**src/vcos_wrap.sv**
```systemverilog
// ----------------------------------------------------------------------------
// vcos_wrap
// Two-stage map coordinate unit: floors a Q15.8 position and wraps it into
// 0..MAP_DIM-1 by a reciprocal multiply with one correction step.
// ----------------------------------------------------------------------------
module vcos_wrap #(
   parameter int MAP_DIM = 1024
) (
   input  logic                       clock,
   input  logic                       enable,
   input  logic signed [23:0]         pos,
   output logic [$clog2(MAP_DIM)-1:0] cell_idx
);

   localparam int AW    = $clog2(MAP_DIM);
   localparam int ADJ   = MAP_DIM - (32768 % MAP_DIM);
   localparam int RECIP = (1 << 17) / MAP_DIM;
   localparam int RW    = $clog2(RECIP + 1);
   localparam int PW    = 17 + RW;

   logic [16:0]    v_in;
   logic [16:0]    v_ff;
   logic [PW-1:0]  prod_in;
   logic [PW-1:0]  prod_ff;
   logic [RW-1:0]  quot;
   logic [16:0]    quot_dim;
   logic [16:0]    rem;
   logic [16:0]    rem_fix;
   logic [AW-1:0]  idx_in;
   logic [AW-1:0]  idx_ff;

   // floor plus 32768 bias, shifted so the remainder is the true modulo
   assign v_in    = 17'({~pos[23], pos[22:8]}) + 17'(ADJ);
   assign prod_in = PW'(v_in) * PW'(RECIP);

   // quotient estimate is low by at most one
   assign quot     = prod_ff[PW-1:17];
   assign quot_dim = 17'(32'(quot) * 32'(MAP_DIM));
   assign rem      = v_ff - quot_dim;
   assign rem_fix  = (rem >= 17'(MAP_DIM)) ? (rem - 17'(MAP_DIM)) : rem;
   assign idx_in   = rem_fix[AW-1:0];

   always_ff @(posedge clock) begin
      if (enable) begin
         v_ff    <= v_in;
         prod_ff <= prod_in;
         idx_ff  <= idx_in;
      end
   end

   assign cell_idx = idx_ff;

endmodule

```
**config.mk**
```make
export PLATFORM = sky130hd
export DESIGN_NAME = vcos_wrap
export DESIGN_NICKNAME = d
export VERILOG_FILES = /design/src/vcos_wrap.sv
export SDC_FILE = /design/constraint.sdc
export NUM_CORES = 1
export LEC_CHECK = 0
export BUFFER_PORTS_ARGS = -buffer_cell sky130_fd_sc_hd__buf_2
export CORE_AREA = 2 2 44 46
export DETAILED_ROUTE_END_ITERATION = 7
export DIE_AREA = 0 0 46 48
export PLACE_DENSITY = 0.69
export RECOVER_POWER = 100
export SLEW_MARGIN = 20
export SYNTH_ARGS = -nofsm -noshare
export SYNTH_HDL_FRONTEND = slang
export SYNTH_SLANG_ARGS = --single-unit
```
**constraint.sdc**
```tcl
create_clock -name clock -period 0.8 [get_ports clock]
set_clock_uncertainty 0.2 [all_clocks]
set_input_delay 0.16 -clock clock [delete_from_list [all_inputs] [get_ports clock]]
set_output_delay 0.16 -clock clock [all_outputs]
set_load 0.01 [all_outputs]
```
==> results.md, run 1 <==
- The flow ran to the end, but the final reports show violations.
- The checks that failed: hold timing, setup timing.
- The count of buffer and inverter cells on the critical path is 1.
- The path class of the tightest hold or removal check is primary input to register.
- The number of setup buffers added after CTS is 0.
- The compound-gate portion of the synthesized area is 0%.
- The per-cell routed wire length is around 11 um.
- The post-route worst hold slack is -0.150 ns.
- The count of pins over their slew limit is 0.
- The area of the multi-input gates is 0 sq um.
- For this run, the register share of the synthesized area comes to between 90% and 100%.
- The worst min-delay path startpoint is pos[17].
- The start point of the critical path is cell_idx[5].
- For this run, the number of Yosys warnings is 0.
- Setup violations remaining at the end of the flow were counted as 20.
- After the first detailed-routing iteration, the DRC count stood at 2.
- The worst flop-to-flop path startpoint is v_ff[6].
- Leaving out fill and tap cells, the most frequent cells in the layout are sky130_fd_sc_hd__buf_2, sky130_fd_sc_hd__edfxtp_1, sky130_fd_sc_hd__clkbuf_4.
- In the synthesized netlist, mux cells make up 0% of the area.
- Across the whole layout, storage elements account for 601 sq um.
- The number of antenna violations at the first check in global routing is 0.
- Buffers inserted during clock tree synthesis total 3.
- The time the worst path needs with I/O delays and setup is 1.16 ns.
- After the last flow step, the layout net total stands at 73.
- Summed over all instances, the cell type with the most area after synthesis is sky130_fd_sc_hd__edfxtp_1.
- After routing the design area is ~760 sq um.
- Wires add up to 681 um.
- Counting distinct cell types in the post-synthesis netlist gives 1.
- Using the TritonRoute via totals, the vias-per-cell ratio works out to about 4.4.
- The first detailed-routing pass ran for 3 iterations.
- The largest single stage delay on the critical path is 0.38 ns.
- The worst setup path is captured at a primary output.
- The critical path goes through buf_2.
- The area growth from synthesis to layout is 26.0%.
- The number of endpoints with negative hold slack in the final report came to 10.
- Gates resized during post-CTS repair numbered 0.
- The detailed-route via count is about 270.
- For this design, the sink count on the clock tree is 20.
- In this run, synthesis produced a sequential element count of 20.
- In this run the vertical extent of the chip is between 40 and 50 um.
- The final RePlAce weighted congestion is around 0.62.
- The die outline area is 2210 sq um.
- The die is between 40 and 50 um wide.
- The initial standard-cell utilization of the core is 35.6%.
- By area the synthesized netlist is led by sky130_fd_sc_hd__edfxtp_1.
- The total number of placement rows is 15.
- The category of the most critical setup path is register to primary output.
- STA puts the critical path data arrival time at ~0.8 ns.
- The cell count after synthesis came out at 20.
- The maximum level of the CTS H-tree is 1.
- After Yosys synthesis, XOR and XNOR cells account for 0% of the synthesized area.
- In the final layout, the share of cells above drive strength 1 is between 50% and 60%.
- In this run the static leakage power is ~0.30 nW.
- Global routing used approximately 7.1% of the available tracks across all layers.
- After layout, the worst path uses 145% of the clock period.
- A synthesized cell averages 30.0 sq um.
- The count of max-cap constraint violations is 0.
- Derived from the worst setup path, the maximum achievable clock frequency is between 0.8 and 0.9 GHz.
- The buffer depth of the longest clock path is 2.
- In this run the worst path has a maximum fanout of 1.
- VDD sags by at most between 0.7 and 0.8 mV.
- After global routing, the most crowded layer is met2.
- The count of multi-input combinational gates is 0.
- The most common library cell in the layout ignoring fill and taps is sky130_fd_sc_hd__buf_2.
- The global-route met2 utilization is about 11%.
- The placeable core region is about 1700 sq um.
- The power per unit of standard cell area is around 2300 nW/um^2.
- The number of filler cells placed in the layout is approximately 160.
- The cell with the largest stage delay on the worst path is sky130_fd_sc_hd__edfxtp_1.
- The share of the synthesized area in the top cell type is 100%.
- During I/O placement, the number of pins put on the boundary was 36.
- For the pin with the worst max-slew slack, the measured transition is 0.265 ns.
- The worst setup path is launched from a register.
- The placement-stage cell area is about 750 sq um.
- The post-route worst setup slack is -0.359 ns.
- The antenna violation net count after detailed routing is 0.
- The required time of the worst setup path is between 0.4 and 0.5 ns.
- For the worst-skew pair, the clock arrives at the later sink with an insertion delay of between 0.2 and 0.3 ns.
- In the global route stage, met1 resource usage came out at roughly 8%.
- Setup repair after global routing could not meet its margin everywhere.
- The simple-gate portion of the synthesized area is 0%.
- After global routing the overflow that remains totals 0.
- The adder-cell area share of the yosys netlist is 0%.
- The family with the most delay on the worst path is flip-flops.
- The maximum number of pins on one net before global-route repair is 21.
- The number of antenna cells inserted is 0.
- After detailed routing, the number of remaining DRC violations is 0.
- In this run the tightest slew margin relative to its limit is 82.3%.
- In the global route stage, met3 resource usage came out at approximately 2.6%.
- The number of input and output port buffers inserted is 21.
- The via count of the first global-routing pass is around 250.
- TritonCTS built the clock tree.
- The clock-pin slew on the worst setup and hold paths is about 0.1 ns.
- After routing, the total negative slack on setup checks comes to -3.56 ns.
- The first-pass GRT wire length is approximately 1000 um.
- The netlist area before placement is around 600 sq um.
- The cell sitting at the root of the clock tree is a sky130_fd_sc_hd__clkbuf_4.
- The number of nets handed over by synthesis was 46.
## sequential cells by signal (all words and copies together) (netlist names)
name and cells:
cell_idx 10, v_ff 10
## path summary, 6_finish.rpt
check        slack (ns)  depth (start not counted)     endpoint
max               -0.36                          1  cell_idx[5]
min               -0.15                          1      v_ff[9]
max reg2reg       -0.03                          0  cell_idx[6]
min reg2reg        0.23                          0  cell_idx[7]
## layout make-up
type / instances / area share [%]
well taps: 17 / 2.81
repair buffers: 22 / 14.9
flip-flops and latches: 20 / 79.3
clock buffers: 3 / 2.98
## routing by layer
metal	part of all wire (%)	wire [um]
met3	10	71
met2	52	354
met4	0	0
met1	37	254
met5	0	0
## kinds of logic (layout without fill, tap and decap cells)
group | Yosys count | in the layout
flops | 20 | 20
buf+inv | 0 | 25
## cell usage after synthesis
master                     instances
sky130_fd_sc_hd__edfxtp_1         20
## report_power, final
part	leakage [nW]	switching (mW)	total [mW]	internal (mW)
registers	0.196	0.0151	1.26	1.24
clock network	0.0138	0.251	0.425	0.174
logic	0.0872	0.0524	0.0952	0.0428
total	0.297	0.318	1.78	1.46
## stage by stage
step	util, %	hold WS [ns]	power (mW)	setup slack (ns)	cells
after floorplan	-	0.0589	1.30	0.0112	20
after CTS	45.6	-0.158	1.81	-0.378	62
after detailed placement	44.2	0.139	1.39	-0.128	59
after global routing	44.8	-0.165	1.86	-0.424	62
final	44.8	-0.150	1.78	-0.359	62
after global placement	44.2	0.139	1.38	-0.119	59
No activity file was read; power rests on OpenSTA's default activity.
==> run 2, diff against run 1 <==
--- a/config.mk
+++ b/config.mk
@@ -6,9 +6,9 @@
 export NUM_CORES = 1
 export LEC_CHECK = 0
 export BUFFER_PORTS_ARGS = -buffer_cell sky130_fd_sc_hd__buf_2
-export CORE_AREA = 2 2 44 46
+export CORE_AREA = 2 2 42 48
 export DETAILED_ROUTE_END_ITERATION = 7
-export DIE_AREA = 0 0 46 48
+export DIE_AREA = 0 0 44 50
 export PLACE_DENSITY = 0.69
 export RECOVER_POWER = 100
 export SLEW_MARGIN = 20
==> run 2 against run 1 <==
  * The flow still finishes with violations (hold timing, setup timing)
  * Worst setup slack got worse by 0.020 ns
  * Non-clock buffer count unchanged
  * Via count decreased by 0.74%
  * Utilization decreased by 0.56 points
  * Clock-buffer cell count unchanged
  * Critical endpoint unchanged
  * First-iteration DRC count unchanged
  * Global-route usage increased by 0.78 points
  * Register-to-register slack about the same
  * Sequential cell count unchanged
  * Combinational power decreased by 2%
  * Die area decreased by 0.36%
  * Routed wire length increased by 1.8%
==> results.md, run 2 (same netlist as run 1, synthesis figures left out) <==
- The number of endpoints with negative hold slack in the final report is 10 (unchanged).
- The total wirelength of the detailed-routed design is 693 um (+1.8%).
- The time the worst path needs with I/O delays and setup is 1.18 ns (+0.0199 ns).
- The library cell used most frequently in the layout, excluding fill and tap cells, is sky130_fd_sc_hd__buf_2.
- The proportion of layout cells with a drive suffix above 1 was 54.3% (-1.2 points).
- The per-cell routed wire length is 10.8 um (-1.4%).
- The design area is 762 sq um (+0.66%).
- The transition time at the pin with the least slew margin is 0.255 ns (-0.00993 ns).
- The utilization after layout is 44.3% (-0.56 points).
- The number of setup violations in the final report was 19 (-5.0%).
- The count of routing violations after the opening detailed-route iteration is 2 (unchanged).
- The initial standard-cell utilization of the core is 34.9% (-0.67 points).
- The antenna violation net count after detailed routing is 0 (unchanged).
- The peak supply drop is 0.769 mV (-3.9%).
- The maximum number of pins on one net before global-route repair is 21 (unchanged).
- The count of buffer and inverter cells on the critical path is 1 (unchanged).
- The post-route worst setup slack came to -0.379 ns (-0.0199 ns).
- The count of max-cap constraint violations is 0 (unchanged).
- The detailed-route via count is 270 (-0.74%).
- The category of the most critical setup path is register to primary output.
- The number of I/O pins is 36 (unchanged).
- The buffer depth of the longest clock path came to 2 (unchanged).
- The switching power total was 337 uW (+6.1%).
- The flow ran to the end, but the final reports show violations.
- The share of total power in the clock network is 25.1% (+1.2 points).
- The largest individual stage delay along the critical path comes from the cell sky130_fd_sc_hd__edfxtp_1.
- The layer with the highest usage after global routing is met4.
- The sequential share of power is 69.7% (-1.0 points).
- The count of multi-input combinational gates was 0 (unchanged).
- The signal on the critical path passes through buf_2.
- The worst hold path begins at pos[13].
- The final reports fail on hold timing, setup timing.
- The via count of the first global-routing pass was 239 (-2.4%).
- The final RePlAce weighted congestion was 0.645 (+4.5%).
- The depth of the most critical reg-to-reg path came to 0 (unchanged).
- The width of the die is 44 um (-4.3%).
- The clock net sink count was 20 (unchanged).
- The number of non-filler instances in the completed layout was 64 (+3.2%).
- The number of antenna cells inserted is 0 (unchanged).
- The met1 global-route usage is 7.25% (-0.84 points).
- The top achievable clock speed is 0.849 GHz (-1.7%).
- Setup repair after global routing could not meet its margin everywhere.
- The CTS buffer count is 3 (unchanged).
- The total number of placement rows was 16 (+1).
- The worst hold path stage count came to 1 (unchanged).
- The period utilization is 147% (+2.5 points).
- The element type at the critical path start is a register.
- Leaving out fill and tap cells, the most frequent cells in the layout are sky130_fd_sc_hd__buf_2, sky130_fd_sc_hd__edfxtp_1, sky130_fd_sc_hd__clkbuf_4, sky130_fd_sc_hd__clkinv_1.
- The root buffer selected by CTS is sky130_fd_sc_hd__clkbuf_4.
- The switching power share of the total is 18.7% (+0.81 points).
- The worst slew slack as a fraction of its limit is 83.0% (+0.66 points).
- The min-delay analysis places its worst path in the category primary input to register.
- The number of filler cells placed in the layout came to 154 (-0.65%).
- The residual DRC count is 0 (unchanged).
- The internal power of the cells is 1.46 mW (+0.48%).
- The family with the most delay on the worst path is flip-flops.
- The placeable core region is 1720 sq um (+1.9%).
- The met3 routing resource usage after global routing is 2.20% (-0.44 points).
- The total global-route track usage is 7.91% (+0.78 points).
- The power per unit of standard cell area came to 2360 nW/um^2 (+0.81%).
- The global-route met2 utilization is 10.3% (-0.82 points).
- The number of antenna violations at the first check in global routing is 0 (unchanged).
- The remaining global-route overflow is 0 (unchanged).
- The slack of the worst reg-to-reg path was -0.02 ns (about the same).
- The clock-pin slew on the worst setup and hold paths is 0.10 ns (about the same).
- The post-route worst hold slack came to -0.165 ns (-0.0146 ns).
- The largest stage delay on the critical path is 0.38 ns (about the same).
- The worst slack after detailed placement is -0.123 ns (+0.00542 ns).
- The die height is 50 um (+4.2%).
- The placement-stage cell area is 748 sq um (+0.17%).
- The sequential cell area is 601 sq um (unchanged).
- The maximum level of the CTS H-tree was 1 (unchanged).
- The count of pins over their slew limit is 0 (unchanged).
- The first-pass GRT wire length came to 1030 um (+0.69%).
- The area of the multi-input gates is 0 sq um (unchanged).
- The leakage component of the power was 0.298 nW (+0.53%).
- The destination of the worst register-to-register timing path is cell_idx[5].
- The critical path data arrival time was 0.82 ns (+0.02 ns).
- The proportion of power drawn by combinational gates is 5.2% (-0.2 points).
- The required time of the worst setup path was 0.44 ns (about the same).
- The die outline area is 2200 sq um (-0.36%).
- The worst flop-to-flop path startpoint is v_ff[5].
- The clock insertion delay at the later pin of the skew report is 0.29 ns (+0.02 ns).
- The area growth from synthesis to layout is 26.9%.
- The summed negative setup slack over all endpoints is -3.69 ns (-0.131 ns).
- The total power draw was 1.80 mW (+1.5%).
- The final-stage net count was 73 (unchanged).
- The CTS tree is done.
- The number of iterations in the first detailed-routing pass came to 2 (-1).
- The number of input and output port buffers inserted is 21 (unchanged).
- The end point of the worst hold path is v_ff[5].
- The maximum fanout along the worst path came to 1 (unchanged).
- The worst setup path is captured at a primary output.
- The via count normalized by instance count is 4.22 (-3.8%).
- The total instance count after detailed placement is 60 (+1.7%).
-- run 2: cell count changes in the layout (fill, tap and decap cells not counted) --
cell,before,now
sky130_fd_sc_hd__clkinv_1,0,1
-- run 2: layer usage --
| layer | wire length [um] | up-vias |
|---|---|---|
| li1 | - | 132 |
| met1 | 273 | 118 |
| met2 | 322 | 16 |
| met3 | 50 | 4 |
| met4 | 46 | 0 |
| met5 | 0 | - |
-- run 2: worst max path at each step --
stage	startpoint	to	slack (ns)	cells past startpoint
2_1_floorplan	v_ff[0]	cell_idx[0]	0.01	0
3_3_place_gp	enable	v_ff[7]	-0.12	2
3_5_place_dp	enable	cell_idx[7]	-0.12	2
4_1_cts	cell_idx[5]	cell_idx[5]	-0.40	1
5_1_grt	cell_idx[5]	cell_idx[5]	-0.43	1
6_report	cell_idx[5]	cell_idx[5]	-0.38	1
-- run 2: what timing repair did --
| action | in CTS | in global routing |
|---|---|---|
| setup buffers | 0 | 0 |
| gates resized for setup | 0 | 0 |
| endpoints found under the hold margin | 10 | 10 |
| gates cloned | 0 | 0 |
| endpoints found under the setup margin | 20 | 19 |
-- run 2: layout make-up --
class | instances | area share, %
clock buffer | 3 | 2.96
timing repair buffer | 22 | 14.8
tap | 18 | 2.96
clock inverter | 1 | 0.493
sequential | 20 | 78.8
-- run 2: power by group through the flow --
stage	registers (mW)	clock network, mW	logic, mW
floorplan	1.30	0	0
global placement	1.28	0	0.102
detailed placement	1.28	0	0.105
CTS	1.26	0.477	0.104
global route	1.26	0.528	0.103
finish	1.26	0.453	0.0935
==> run 3, diff against run 2 <==
--- a/config.mk
+++ b/config.mk
@@ -10,7 +10,7 @@
 export DETAILED_ROUTE_END_ITERATION = 7
 export DIE_AREA = 0 0 44 50
 export PLACE_DENSITY = 0.69
-export RECOVER_POWER = 100
+export RECOVER_POWER = 25
 export SLEW_MARGIN = 20
 export SYNTH_ARGS = -nofsm -noshare
 export SYNTH_HDL_FRONTEND = slang
==> run 3 against run 2 <==
  * Clock power about the same
  * Largest power group unchanged
  * Clock-buffer cell count is the same
  * Highest routed layer unchanged
  * The flow still finishes with violations (hold timing, setup timing)
  * Worst hold slack hardly changed
  * Die area is the same
  * Critical endpoint unchanged
==> results.md, run 3 (same netlist as run 1, synthesis figures left out) <==
- The critical path data arrival time is 0.82 ns (about the same).
- The first-pass GRT wire length was 1030 um (unchanged).
- The clock net sink count is 20 (unchanged).
- The number of setup violations in the final report is 19 (unchanged).
- The number of gates resized after CTS is 0 (unchanged).
- The critical path goes through buf_2.
- The total wirelength of the detailed-routed design is 700 um (+1.0%).
- The clock insertion delay at the later pin of the skew report is 0.29 ns (about the same).
- The worst hold path belongs to the class primary input to register.
- The number of non-filler instances in the completed layout is 64 (unchanged).
- The number of antenna cells inserted is 0 (unchanged).
- The total number of placement rows is 16 (unchanged).
- The residual DRC count is 0 (unchanged).
- The clock-pin slew on the worst setup and hold paths is 0.10 ns (about the same).
- The number of filler cells placed in the layout is 152 (-1.3%).
- The leakage component of the power is 0.303 nW (+1.6%).
- The peak supply drop is 0.768 mV (about the same).
- The most common library cell in the layout ignoring fill and taps is sky130_fd_sc_hd__buf_2.
- The transition time at the pin with the least slew margin was 0.106 ns (-0.149 ns).
- The required time of the worst setup path is 0.44 ns (about the same).
- The root buffer selected by CTS is sky130_fd_sc_hd__clkbuf_4.
- The CTS buffer count is 3 (unchanged).
- The category of the most critical setup path is register to primary output.
- The placeable core region is 1720 sq um (unchanged).
- The top achievable clock speed was 0.849 GHz (about the same).
- The initial standard-cell utilization of the core came to 34.9% (unchanged).
- The CTS tree is done.
- The total instance count after detailed placement is 60 (unchanged).
- The maximum fanout along the worst path was 1 (unchanged).
- The count of max-cap constraint violations is 0 (unchanged).
- The proportion of layout cells with a drive suffix above 1 was 54.3% (unchanged).
- The via count of the first global-routing pass came to 239 (unchanged).
- Setup repair after global routing could not meet its margin everywhere.
- The number of I/O pins is 36 (unchanged).
- The area of the multi-input gates is 0 sq um (unchanged).
- The detailed-route via count was 272 (+0.74%).
- In the layout the commonest cells are sky130_fd_sc_hd__buf_2, sky130_fd_sc_hd__edfxtp_1, sky130_fd_sc_hd__clkbuf_4, sky130_fd_sc_hd__clkinv_1, sky130_fd_sc_hd__buf_12.
- The per-cell routed wire length came to 10.9 um (+1.0%).
- The antenna violation net count after detailed routing is 0 (unchanged).
- STA classifies the critical path startpoint as a register.
- The flow ran to the end, but the final reports show violations.
- The summed negative setup slack over all endpoints is -3.69 ns (-0.00556 ns).
- The sequential cell area is 601 sq um (unchanged).
- The largest stage delay on the critical path is 0.38 ns (about the same).
- The number of iterations in the first detailed-routing pass is 2 (unchanged).
- The final-stage net count is 73 (unchanged).
- The final RePlAce weighted congestion came to 0.645 (unchanged).
- The buffer depth of the longest clock path is 2 (unchanged).
- The total global-route track usage came to 7.91% (unchanged).
- The count of buffer and inverter cells on the critical path is 1 (unchanged).
- The die height is 50 um (unchanged).
- The number of antenna violations at the first check in global routing came to 0 (unchanged).
- The power per unit of standard cell area is 2340 nW/um^2 (-1.2%).
- The critical path capture point type is a primary output.
- The post-route worst setup slack is -0.379 ns (-0.00000500 ns).
- From synthesis to final layout, the design area changed by 29.0%.
- The maximum number of pins on one net before global-route repair came to 21 (unchanged).
- The die outline area is 2200 sq um (unchanged).
- The remaining global-route overflow came to 0 (unchanged).
- The worst slew slack as a fraction of its limit is 92.9% (+9.9 points).
- The family with the most delay on the worst path is flip-flops.
- The count of routing violations after the opening detailed-route iteration is 3 (+1).
- The checks that failed: hold timing, setup timing.
- The count of multi-input combinational gates is 0 (unchanged).
- The width of the die was 44 um (unchanged).
- The post-route worst hold slack is -0.165 ns (+0.0000640 ns).
- The number of input and output port buffers inserted is 21 (unchanged).
- The number of endpoints with negative hold slack in the final report is 10 (unchanged).
- The via count normalized by instance count is 4.25 (+0.74%).
- The count of pins over their slew limit came to 0 (unchanged).
- The slowest stage of the critical path is the sky130_fd_sc_hd__edfxtp_1 cell.
- The time the worst path needs with I/O delays and setup was 1.18 ns (+0.00000500 ns).
- The maximum level of the CTS H-tree came to 1 (unchanged).
- The period utilization came to 147% (about the same).
-- run 3: path summary, 6_finish.rpt --
kind | start | end | slack (ns) | cells after the start
max | cell_idx[5] | cell_idx[5] | -0.38 | 1
min | pos[13] | v_ff[5] | -0.16 | 1
max reg2reg | v_ff[3] | cell_idx[3] | -0.02 | 0
min reg2reg | v_ff[2] | cell_idx[2] | 0.22 | 0
-- run 3: final cells by class --
cell class / count / share of cell area (%)
tap: 18 / 2.91
sequential: 20 / 77.5
timing repair buffer: 22 / 16.2
clock inverter: 1 / 0.485
clock buffer: 3 / 2.91
-- run 3: where the power goes --
group	switching [mW]	total, mW	internal, mW
sequential	0.0152	1.26	1.24
clock	0.271	0.453	0.181
combinational	0.0523	0.102	0.0498
-- run 3: routing by layer --
| layer | GRT usage [%] | wire (um) | share of wire [%] |
|---|---|---|---|
| met5 | 0 | 0 | 0 |
| met4 | 13.6 | 46 | 6.6 |
| met3 | 2.20 | 50 | 7.1 |
| met2 | 10.3 | 327 | 47 |
| met1 | 7.25 | 276 | 39 |
-- run 3: stage by stage --
step | power [mW] | utilization, % | cell area, sq um | worst slack, ns | hold WS [ns]
3_3_place_gp | 1.38 | 43.5 | 748 | -0.116 | 0.137
6_report | 1.81 | 45.0 | 774 | -0.379 | -0.165
5_1_grt | 1.90 | 45.0 | 774 | -0.434 | -0.196
4_1_cts | 1.84 | 45.0 | 774 | -0.401 | -0.175
3_5_place_dp | 1.39 | 43.5 | 748 | -0.123 | 0.139
2_1_floorplan | 1.30 | - | 601 | 0.0112 | 0.0589
-- run 3: repair_timing --
| action | CTS | global route |
|---|---|---|
| buffers inserted | 0 | 0 |
| gates cloned | 0 | 0 |
| endpoints found under the hold margin | 10 | 10 |
| endpoints found under the setup margin | 20 | 19 |
